File: src/design/sif_mem.sv
// segment table storage: one write port, one read port, registered read data
// no dependencies
`timescale 1ns / 1ps
`default_nettype none

module sif_mem #(
  parameter int DEPTH = 64,
  parameter int WIDTH = 48,
  parameter int AW    = 6
) (
  input  wire logic             clk_i,
  input  wire logic             wr_en_i,
  input  wire logic [AW-1:0]    wr_addr_i,
  input  wire logic [WIDTH-1:0] wr_data_i,
  input  wire logic             rd_en_i,
  input  wire logic [AW-1:0]    rd_addr_i,
  output logic      [WIDTH-1:0] rd_data_o
);

  logic [WIDTH-1:0] mem_q [DEPTH];
  logic [WIDTH-1:0] rd_data_q;

  // write port
  always_ff @(posedge clk_i) begin
    if (wr_en_i) begin
      mem_q[wr_addr_i] <= wr_data_i;
    end
  end

  // read port, registered read data
  always_ff @(posedge clk_i) begin
    if (rd_en_i) begin
      rd_data_q <= mem_q[rd_addr_i];
    end
  end

  assign rd_data_o = rd_data_q;

endmodule

`default_nettype wire

File: config.mk
export PLATFORM = sky130hd
export DESIGN_NAME = sif_mem
export DESIGN_NICKNAME = d
export VERILOG_FILES = /design/src/design/sif_mem.sv
export SDC_FILE = /design/constraint.sdc
export NUM_CORES = 2
export LEC_CHECK = 0
export BUFFER_PORTS_ARGS = -buffer_cell sky130_fd_sc_hd__buf_2
export CAP_MARGIN = 5
export CORE_MARGIN = 3
export CORE_UTILIZATION = 40
export CTS_BUF_LIST = sky130_fd_sc_hd__clkbuf_16
export DETAILED_ROUTE_END_ITERATION = 7
export GPL_ROUTABILITY_DRIVEN = 0
export SYNTH_ARGS = -nofsm -noshare
export SYNTH_HDL_FRONTEND = slang
export SYNTH_SLANG_ARGS = --single-unit
File: constraint.sdc
create_clock -name clk_i -period 6.9 [get_ports clk_i]
set_input_delay 1.38 -clock clk_i [delete_from_list [all_inputs] [get_ports clk_i]]
set_output_delay 1.38 -clock clk_i [all_outputs]
set_load 0.005 [all_outputs]
==> summary.md <==
| Metric | Value |
|---|---|
| Proportion of power drawn by the clock network | `around 41%` |
| Total Routed Length | `329300 um` |
| Count of cells along the worst hold path | `4` |
| Start of the worst register-to-register path | `mem_q[51][29]$_DFFE_PP_` |
| Post-CTS setup repair buffer count | `0` |
| Synthesized area | `about 120000 um^2` |
| Final Non-Filler Cells | `9460` |
| Syn Area/Cell | `23.66 um^2` |
| First drt pass iteration count | `5` |
| Worst IR Drop VDD | `0.0002130 V` |
| H-Tree Depth | `5` |
| Share of layout cells above drive strength 1 | `between 20% and 30%` |
| Worst slack at placement | `2.120 ns` |
| Delay of the slowest critical-path stage | `~1.1 ns` |
| Routed wl met3 | `32720 um` |
| Final critical path time including I/O delays and setup | `roughly 4 ns` |
| Worst clock skew | `~0.044 ns` |
| Worst-case headroom to the max-slew limit | `about 16%` |
| Number of flops mapped to enable cells by yosys | `~3100` |
| Worst Setup End Kind | `register` |
| Die area | `300500 um^2` |
| Most repeated cell in the gate-level netlist after synthesis | `sky130_fd_sc_hd__edfxtp_1` |
| Hold buffers post-CTS | `0` |
| Leakage | `roughly 41 nW` |
| Sequential-to-total area share from yosys stat | `79.67%` |
| Wire per inst | `~35 um` |
| Antenna Violating Nets Remaining | `0` |
| Met2 routed WL | `approximately 160000 um` |
| Die Span X | `about 550 um` |
| Residual DRC | `0` |
| Hold Slack | `a little over 0.9 ns` |
| TritonCTS clock tree | `built` |
| Topmost layer with routed signal wires | `met5` |
| Maximum root-to-sink buffer count | `4` |
| Pin slew with the least headroom to its limit | `roughly 1.3 ns` |
| Via density per instance | `around 6.0` |
| HP Class | `register to register` |
| Total number of yosys warnings | `0` |
| Number of clock sinks seen by CTS | `approximately 3100` |
| Remaining Overflow, GRT | `0` |
| Number of library cell types mapped by synthesis | `35` |
| Core Rows | `198` |
| RSZ-0062 raised after global routing | `no` |
| I/O pin count | `111` |
| Top cells by count, synth | `3120 x sky130_fd_sc_hd__edfxtp_1, 754 x sky130_fd_sc_hd__mux4_2, 132 x sky130_fd_sc_hd__nor2_1` |
| Area added between synthesis and finish | `13.54%` |
| Clock latency at the later pin of the worst-skew pair | `0.87 ns` |
| #FFs+latches synth | `3120` |
| Final #Nets | `around 5400` |
| Final Setup Violations | `0` |
| Cell types with the largest area share after synthesis | `sky130_fd_sc_hd__edfxtp_1 80%, sky130_fd_sc_hd__mux4_2 14%, sky130_fd_sc_hd__o22ai_1 0.65%` |
| Maximum number of pins on one net before global-route repair | `~110` |
| Global router's overall resource usage | `a little over a fifth` |
| Max Clk Rate | `roughly 250 MHz` |
| Wl on met1 | `between 100000 and 150000 um` |
| Initial core utilization | `around two fifths` |
| TritonCTS buffer count | `between 300 and 400` |
| Wire length of the first global-routing pass | `455800 um` |
| Synthesized instance count | `4970` |
| Number of DRC violations after detailed-routing iteration 0 | `~7700` |
| Placed cell count | `roughly 8900` |
| Library cell contributing the largest single delay on the critical path | `sky130_fd_sc_hd__nor2b_4` |
| Biggest fanout along the worst timing path | `slightly above 40` |
| Max-cap check violation count | `0` |
| Part of the cycle the worst path needs | `roughly 57%` |
| Sequential cell fraction of total power | `between 50% and 60%` |
| CP cell instances | `buf_2 > buf_4 > nor2b_4 > buf_4 > a22o_1 > a221oi_1 > a221oi_1` |
| Number of global-route vias before repair | `between 50000 and 60000` |
| Post-Syn Nets | `around 5000` |
| Cell type contributing the most total cell area after synthesis | `sky130_fd_sc_hd__edfxtp_1` |
| Post-synth top flop | `sky130_fd_sc_hd__edfxtp_1` |
| Switching share of total power | `between 20% and 30%` |
| Final worst slack | `approximately 3 ns` |
| Clock-pin slew on the worst setup and hold paths | `around 0.060 ns` |
| Depth of the worst register-to-register path | `5` |
| Max-slew violation total from the final report | `0` |
| Setup TNS after final layout | `0 ns` |
| HPWL after DPL | `180200 um` |
| Combinational cell fraction of total power | `roughly 4.6%` |
| Vias post-DR | `roughly 57000` |
| Port Buf Inserts | `110` |
| Crit. Startpoint | `rd_addr_i[3]` |
| Share of synthesized registers carrying an async set or reset | `0%` |
| Resize count post-CTS | `0` |
| Portion of synthesized cell area occupied by the leading cell type | `between 70% and 80%` |
| Internal power | `~30 mW` |
| Run status | `complete, no violations` |
| Total net switching power | `~8.3 mW` |
| Hold violation total from the final report | `0` |
| Arrival time of data at the critical path endpoint | `about 4.6 ns` |
| Crit Path Class | `input port to register` |
| Worst Path Required | `~7.5 ns` |
| Power per Cell Area | `roughly 290 nW/um^2` |
| Worst setup SP type | `input port` |
| Number of antenna violations at the first check in global routing | `43` |
| Chip height | `~550 um` |
| Root cell of the clock tree | `sky130_fd_sc_hd__clkbuf_16` |
| Hold path startpoint | `mem_q[59][36]$_DFFE_PP_` |
| Core Footprint | `slightly below 300000 um^2` |
-- power by group through the flow --
stage	logic [mW]	clock network (mW)	registers (mW)
finish	1.81	16.0	21.1
global route	1.91	17.0	21.1
CTS	1.82	16.3	21.1
detailed placement	1.82	0	21.5
global placement	1.79	0	21.5
floorplan	1.00	0	21.5
-- cell families after synthesis --
family	count (synthesis)	share of synthesized area [%]
DFF	3120	79.67
and+or+nand+nor	253	0.9533
buffers and inverters	282	1.274
muxes	829	15.09
AOI/OAI and AO/OA	486	3.012
-- layout by cell type (no fill, tap or decap), types with 16 or more instances in the layout --
master,instances
sky130_fd_sc_hd__a22oi_1,72
sky130_fd_sc_hd__clkinv_1,78
sky130_fd_sc_hd__a211oi_1,32
sky130_fd_sc_hd__buf_12,34
sky130_fd_sc_hd__buf_4,160
sky130_fd_sc_hd__buf_2,106
sky130_fd_sc_hd__nor2_4,64
sky130_fd_sc_hd__nor2b_1,19
sky130_fd_sc_hd__inv_1,75
sky130_fd_sc_hd__mux2i_1,63
sky130_fd_sc_hd__a21oi_1,74
sky130_fd_sc_hd__clkinv_2,37
sky130_fd_sc_hd__clkbuf_16,317
sky130_fd_sc_hd__o221ai_1,28
sky130_fd_sc_hd__diode_2,21
sky130_fd_sc_hd__o22ai_1,122
sky130_fd_sc_hd__a22o_1,57
sky130_fd_sc_hd__edfxtp_1,3120
sky130_fd_sc_hd__nor2_1,68
sky130_fd_sc_hd__mux4_2,754
sky130_fd_sc_hd__a221oi_1,83
sky130_fd_sc_hd__bufinv_16,16
sky130_fd_sc_hd__nand2_1,54
-- metrics by stage --
stage	instance area (um^2)	utilization [%]	total power, mW
after floorplan	117600	-	22.46
after global placement	123900	42.46	23.28
after detailed placement	123900	42.47	23.32
after CTS	133400	45.73	39.17
after global routing	133500	45.74	40.01
final	133500	45.75	38.90
-- registers in the layout, summed over array words and instances (netlist names) --
register   flops
rd_data_o     48
mem_q       3072
-- cell type report --
type / count / area [um^2]
clock buffers: 317 / 7933
clock inverters: 232 / 1578
fillers: 24130 / 158300
diodes: 21 / 52.55
well taps: 3900 / 4880
repair buffers: 302 / 2442
multi-input cells: 1568 / 22950
flip-flops and latches: 3120 / 93690
-- final timing paths --
kind	endpoint	slack, ns
setup reg to reg	rd_data_o[29]$_DFFE_PP_	4.58
setup / recovery	rd_data_o[27]$_DFFE_PP_	2.95
hold reg to reg	rd_data_o[36]$_DFFE_PP_	0.90
hold / removal	rd_data_o[36]$_DFFE_PP_	0.90
-- layer usage --
layer  vias to the layer above  track usage, %
li1                      22270               -
met1                     31130           29.16
met2                      3003           34.41
met3                       577           5.639
met4                        18           7.260
met5                         -               0
-- critical path, delay by kind of cell --
kind                   cells  cell delay [ns]
buffers and inverters      3             1.35
and+or+nand+nor            1             1.11
AOI/OAI and AO/OA          3             0.66
Note: power is estimated with default switching activity, not from simulation.
