==> src/design/sif_pkg.sv <==
// shared types and constants for the segment intersection filter
// no dependencies; imported by sif_cross, the top level, the checker and the testbench
`timescale 1ns / 1ps
`default_nettype none

package sif_pkg;

  localparam int SIF_MAX_SEGMENTS = 64;
  localparam int SIF_COORD_BITS   = 12;

  localparam int LIMIT_W  = 7;
  localparam int STATUS_W = 2;
  localparam int HIT_W    = 6;
  localparam int SEGCNT_W = 7;

  localparam logic [LIMIT_W-1:0] LIMIT_RESET = 7'd64;

  typedef enum logic [STATUS_W-1:0] {
    ST_ACCEPTED = 2'd0,
    ST_REJECTED = 2'd1,
    ST_FULL     = 2'd2,
    ST_CLEARED  = 2'd3
  } status_e;

  typedef enum logic {
    S_IDLE = 1'b0,
    S_SCAN = 1'b1
  } state_e;

  // one crossing test result leaving the pipeline
  typedef struct packed {
    logic valid;
    logic hit;
  } cross_res_t;

endpackage

`default_nettype wire

==> src/design/sif_cross.sv <==
// crossing test pipeline: differences, products, orientation compares
// depends on sif_pkg; fed by sif_mem read data
`timescale 1ns / 1ps
`default_nettype none

module sif_cross #(
  parameter int CB = 12
) (
  input  wire logic                clk_i,
  input  wire logic                rst_ni,
  input  wire logic                flush_i,
  input  wire logic                issue_i,
  input  wire logic [4*CB-1:0]     cand_i,
  input  wire logic [4*CB-1:0]     entry_i,
  output sif_pkg::cross_res_t      res_o
);

  import sif_pkg::*;

  localparam int DW = CB + 1;
  localparam int PW = 2 * DW;

  logic          v1_q, v2_q, v3_q;
  logic [CB-1:0] ax, ay, bx, by, cx, cy, dx, dy;

  logic signed [DW-1:0] cxa_q, cya_q, dxa_q, dya_q;
  logic signed [DW-1:0] cxb_q, cyb_q, dxb_q, dyb_q;
  logic signed [DW-1:0] bax_q, bay_q;

  logic signed [PW-1:0] pa1_q, pa2_q, pb1_q, pb2_q;
  logic signed [PW-1:0] pc1_q, pc2_q, pd1_q, pd2_q;

  logic oa, ob, oc, od;

  // unpack candidate (a, b) and stored segment (c, d)
  assign {ax, ay, bx, by} = cand_i;
  assign {cx, cy, dx, dy} = entry_i;

  // valid tags follow the memory latency and both arithmetic stages
  always_ff @(posedge clk_i or negedge rst_ni) begin
    if (!rst_ni) begin
      v1_q <= 1'b0;
      v2_q <= 1'b0;
      v3_q <= 1'b0;
    end else if (flush_i) begin
      v1_q <= 1'b0;
      v2_q <= 1'b0;
      v3_q <= 1'b0;
    end else begin
      v1_q <= issue_i;
      v2_q <= v1_q;
      v3_q <= v2_q;
    end
  end

  // stage 2: coordinate differences
  always_ff @(posedge clk_i) begin
    cxa_q <= $signed({1'b0, cx}) - $signed({1'b0, ax});
    cya_q <= $signed({1'b0, cy}) - $signed({1'b0, ay});
    dxa_q <= $signed({1'b0, dx}) - $signed({1'b0, ax});
    dya_q <= $signed({1'b0, dy}) - $signed({1'b0, ay});
    cxb_q <= $signed({1'b0, cx}) - $signed({1'b0, bx});
    cyb_q <= $signed({1'b0, cy}) - $signed({1'b0, by});
    dxb_q <= $signed({1'b0, dx}) - $signed({1'b0, bx});
    dyb_q <= $signed({1'b0, dy}) - $signed({1'b0, by});
    bax_q <= $signed({1'b0, bx}) - $signed({1'b0, ax});
    bay_q <= $signed({1'b0, by}) - $signed({1'b0, ay});
  end

  // stage 3: cross products, one multiplier per term
  always_ff @(posedge clk_i) begin
    pa1_q <= dya_q * cxa_q;
    pa2_q <= cya_q * dxa_q;
    pb1_q <= dyb_q * cxb_q;
    pb2_q <= cyb_q * dxb_q;
    pc1_q <= cya_q * bax_q;
    pc2_q <= bay_q * cxa_q;
    pd1_q <= dya_q * bax_q;
    pd2_q <= bay_q * dxa_q;
  end

  // strict orientation compares and the crossing decision
  assign oa = pa1_q > pa2_q;
  assign ob = pb1_q > pb2_q;
  assign oc = pc1_q > pc2_q;
  assign od = pd1_q > pd2_q;

  assign res_o.valid = v3_q;
  assign res_o.hit   = (oa != ob) && (oc != od);

endmodule

`default_nettype wire

==> config.mk <==
export PLATFORM = sky130hd
export DESIGN_NAME = sif_cross
export DESIGN_NICKNAME = d
export VERILOG_FILES = /design/src/design/sif_pkg.sv /design/src/design/sif_cross.sv
export SDC_FILE = /design/constraint.sdc
export NUM_CORES = 2
export LEC_CHECK = 0
export ABC_CLOCK_PERIOD_IN_PS = 17800
export BUFFER_PORTS_ARGS = -buffer_cell sky130_fd_sc_hd__buf_2
export CAP_MARGIN = 20
export CORE_ASPECT_RATIO = 2
export CORE_UTILIZATION = 55
export CTS_CLUSTER_DIAMETER = 60
export DETAILED_ROUTE_END_ITERATION = 16
export GPL_TIMING_DRIVEN = 1
export PLACE_DENSITY = 0.82
export SYNTH_ARGS = -nofsm -noshare
export SYNTH_HDL_FRONTEND = slang
export SYNTH_SLANG_ARGS = --single-unit
==> constraint.sdc <==
create_clock -name clk_i -period 17.8 [get_ports clk_i]
set_input_delay 2.67 -clock clk_i [delete_from_list [all_inputs] [get_ports clk_i]]
set_output_delay 2.67 -clock clk_i [all_outputs]
set_load 0.02 [all_outputs]
==> out/metrics.csv <==
stage;metric;value;unit
run_status;outcome;finished, final reports clean;
logic_synthesis;yosys synthesis warning count;0;
die;Die H;488.0;um
route;routed wire length;184900;um
sta;Final Max Tran Viols;0;
die;Die Wd;245.0;um
critical_path;crit-path cells;and2_1 -> fa_1 -> inv_1 -> fa_1 -> inv_1 -> fa_1 -> fa_1 -> fa_1 -> fa_1 -> ha_1 -> a2111oi_0 -> nor3_1 -> o21ai_1 -> a31oi_1 -> and4_1 -> o311ai_1 -> nor2b_1 -> o21a_1 -> xnor2_1;
cts;Num Clock Sinks;341;
cts;Worst-Skew Late Latency;0.62;ns
critical_path;cells on worst reg2reg path;19;
logic_synthesis;area of the mapped netlist;64950;um2
sta;final hold vios;0;
cts;CTS tree;done;
min_path;WHS Path Cells;1;
cts;Post-CTS Setup Bufs;0;
logic_synthesis;post-synthesis mux area share;0.0003275;
die;initial core utilization;0.5534;
cells_and_area;Finished Cell Area;68570;um2
logic_synthesis;synth top area cells;fa_1 (40%), ha_1 (15%), dfxtp_1 (10%);
critical_path;CP top delay family;adder cells;
min_path;Hold Path Class;flip-flop to flip-flop;
global_route;GR Util All Layers;0.3214;
global_route;largest net degree at the start of global routing;27;
route;drt wl/cell;21.55;um
critical_path;Startpoint Class;flip-flop;
sta;final setup TNS;0;ns
cts;hold bufs inserted after CTS;0;
logic_synthesis;Synth Area in Simple Gates;0.1439;
logic_synthesis;Synth cell types;78;
cells_and_area;final core occ;0.5842;
logic_synthesis;post-synthesis compound-gate area fraction;0.05954;
sta;fin crit share;0.3852;
die;IO Pins;102;
cells_and_area;final std cells w/o fill;8579;
die;Rows;178;
critical_path;R2R setup slack;10.94;ns
logic_synthesis;Post-Synth XOR/XNOR Area;0.03803;
die;Core Area;117400;um2
sta;Setup-failing EPs final;0;
sta;RSZ-0062 raised after global routing;false;
logic_synthesis;EDFF count, synth;0;
run;Max-Cap Viols;0;
global_route;total gr overflow;0;
route;DR DRC count;0;
logic_synthesis;Yosys top cell area share;0.4025;
placement;Placed Cells;8461;
logic_synthesis;register bit total from synthesis;341;
logic_synthesis;register area share after synthesis;0.1053;
logic_synthesis;Syn Area/Cell;9.300;um2
min_path;worst hold start;v1_q$_DFF_PN0_;
logic_synthesis;Mapped Cells;6984;
placement;# port buffers;101;
critical_path;WP buf/inv;2;
sta;FMAX;0.1458;GHz
route;vias post-DR;49080;
cts;TritonCTS buffer count;40;
die;die area;119600;um2
min_path;hold endpoint;v2_q$_DFF_PN0_;
global_route;number of global-route vias before repair;55700;
logic_synthesis;Async SR Flop Fraction;0.008798;
critical_path;critical path's largest stage delay;1.08;ns
cts;# resized after CTS;0;
route;Starting DRT DRC Count;2543;
critical_path;CP max stage cell;dfxtp_1;
cells_and_area;Final Net Count;9143;
logic_synthesis;Primary FF master, synth;dfxtp_1;
sta;Final min period;6.857;ns
cts;Reg clk slew, reported paths;0.07;ns
placement;dpl cell area;67030;um2
logic_synthesis;adder-cell share of the synthesized area;0.5489;
sta;Rel. slew slack;0.1904;
sta;Worst Tran Pin Value;1.213;ns
route;Via-to-Cell Ratio;5.720;
critical_path;WS Path Type;flip-flop to flip-flop;
cells_and_area;Area Growth Syn to Fin;5.565;%
route;Initial DRT Pass Iterations;7;
sta;clk_skew;0.04782;ns
cells_and_area;layout cells sized above 1;0.03738;
cts;H-tree depth;2;
logic_synthesis;largest area contributor in the netlist;fa_1;
cts;Root Driver;clkbuf_16;
global_route;first-pass GRT wire length;290900;um
critical_path;arrival time worst endpoint;7.38;ns
critical_path;worst r2r dst;pc1_q[25]$_DFF_P_;
critical_path;r2r startpoint;bax_q[2]$_DFF_P_;
critical_path;Crit. End Element;flip-flop;
placement;HPWL after DPL;149100;um
cts;Clock Path Buffers;3;
critical_path;Worst EP required;18.32;ns
logic_synthesis;Mapped Nets;9150;
placement;gp weighted congestion;1.029;
critical_path;Max FO, Critical Path;26;
critical_path;most used cell, CP;fa_1;
logic_synthesis;combinational family with the most area after synthesis;adder cells;
route;Detail Route Antenna Nets;0;
global_route;antenna violations before repair;37;
per-layer routing:
metal | track usage | routed length [um]
met1 | 0.2904 | 54280
met5 | 0 | 86
met4 | 0.3401 | 23260
met3 | 0.08274 | 14480
met2 | 0.5578 | 92810
placed cells by master, fill, tap and decap left out, types with 8 or more instances in the layout:
| cell type | n |
|---|---|
| a211o_1 | 11 |
| a211oi_1 | 18 |
| a21boi_1 | 31 |
| a21o_1 | 78 |
| a21oi_1 | 132 |
| a311oi_1 | 11 |
| a31oi_1 | 14 |
| a41o_1 | 8 |
| and2_1 | 605 |
| and3_1 | 15 |
| buf_2 | 101 |
| buf_4 | 64 |
| clkbuf_1 | 8 |
| clkbuf_16 | 41 |
| dfxtp_1 | 338 |
| diode_2 | 40 |
| fa_1 | 1306 |
| ha_1 | 760 |
| inv_1 | 1577 |
| nand2_1 | 763 |
| nand2b_1 | 63 |
| nand3_1 | 36 |
| nand4_1 | 24 |
| nor2_1 | 271 |
| nor2b_1 | 56 |
| nor3_1 | 55 |
| o211ai_1 | 8 |
| o21a_1 | 37 |
| o21ai_0 | 62 |
| o21ai_1 | 64 |
| o21bai_1 | 16 |
| o31a_1 | 8 |
| o31ai_1 | 8 |
| o41ai_1 | 9 |
| or2_2 | 8 |
| or3_1 | 9 |
| xnor2_1 | 220 |
| xor2_1 | 60 |
cell type report:
| type | instances | area (um2) |
|---|---|---|
| diodes | 40 | 100.1 |
| clock buffers | 53 | 1111 |
| clock inverters | 21 | 252.7 |
| fillers | 9411 | 48800 |
| inverters | 1580 | 5931 |
| multi-input cells | 4846 | 51380 |
| flip-flops and latches | 341 | 6842 |
| well taps | 1530 | 1914 |
| repair buffers | 168 | 1040 |
worst max path at each step:
stage,startpoint,end,slack (ns),cells past startpoint
2_1_floorplan,cxa_q[5]$_DFF_P_,pc2_q[24]$_DFF_P_,11.86,19
3_3_place_gp,dxa_q[1]$_DFF_P_,pd2_q[25]$_DFF_P_,11.25,20
3_5_place_dp,dxa_q[1]$_DFF_P_,pd2_q[25]$_DFF_P_,11.05,20
4_1_cts,dxa_q[1]$_DFF_P_,pd2_q[25]$_DFF_P_,11.01,20
5_1_grt,dxa_q[1]$_DFF_P_,pd2_q[25]$_DFF_P_,10.70,20
6_report,bax_q[2]$_DFF_P_,pc1_q[25]$_DFF_P_,10.94,19
sequential cells by signal, summed over array words and instances (netlist names), 13 cells and up:
signal  count
pa1_q      26
dyb_q      13
pc2_q      26
cxb_q      13
pd1_q      26
bay_q      13
dxa_q      13
pc1_q      26
cxa_q      13
bax_q      13
dxb_q      13
cyb_q      13
dya_q      13
pd2_q      26
pb1_q      26
pa2_q      26
pb2_q      26
cya_q      13
synthesized netlist by cell type (14+ instances only):
cell type / number
inv_1: 1577
fa_1: 1306
nand2_1: 763
ha_1: 760
and2_1: 605
dfxtp_1: 338
nor2_1: 271
xnor2_1: 221
clkbuf_1: 215
a21oi_1: 132
a21o_1: 78
o21ai_1: 64
nand2b_1: 63
o21ai_0: 62
xor2_1: 61
nor2b_1: 56
nor3_1: 55
o21a_1: 37
nand3_1: 36
a21boi_1: 31
nand4_1: 24
a211oi_1: 18
o21bai_1: 16
and3_1: 15
a31oi_1: 14
worst register-to-register path: cells and delay by family, from the launching register on:
family	cells	cell delay, ns
adders and majority gates	7	3.16
AOI/OAI and AO/OA	5	1.31
DFF	1	1.08
and+or+nand+nor	4	0.93
buffers and inverters	2	0.17
xor gates and xnor gates	1	0.12
cells by family after synthesis:
logic type                 count (synthesis)
adders and majority gates               2066
and+or+nand+nor                         1922
buffers and inverters                   1797
AOI/OAI and AO/OA                        574
DFF                                      341
xor gates and xnor gates                 282
muxes                                      2
stage by stage:
| stage | hold WS, ns | setup WS [ns] |
|---|---|---|
| floorplan | 0.4385 | 11.86 |
| global placement | 0.4599 | 11.25 |
| detailed placement | 0.4833 | 11.05 |
| CTS | 0.5133 | 11.01 |
| global route | 0.5253 | 10.70 |
| finish | 0.4967 | 10.94 |
Power is not shown: default switching activity piles up to over one toggle a cycle in this logic, so the estimate is an artifact.
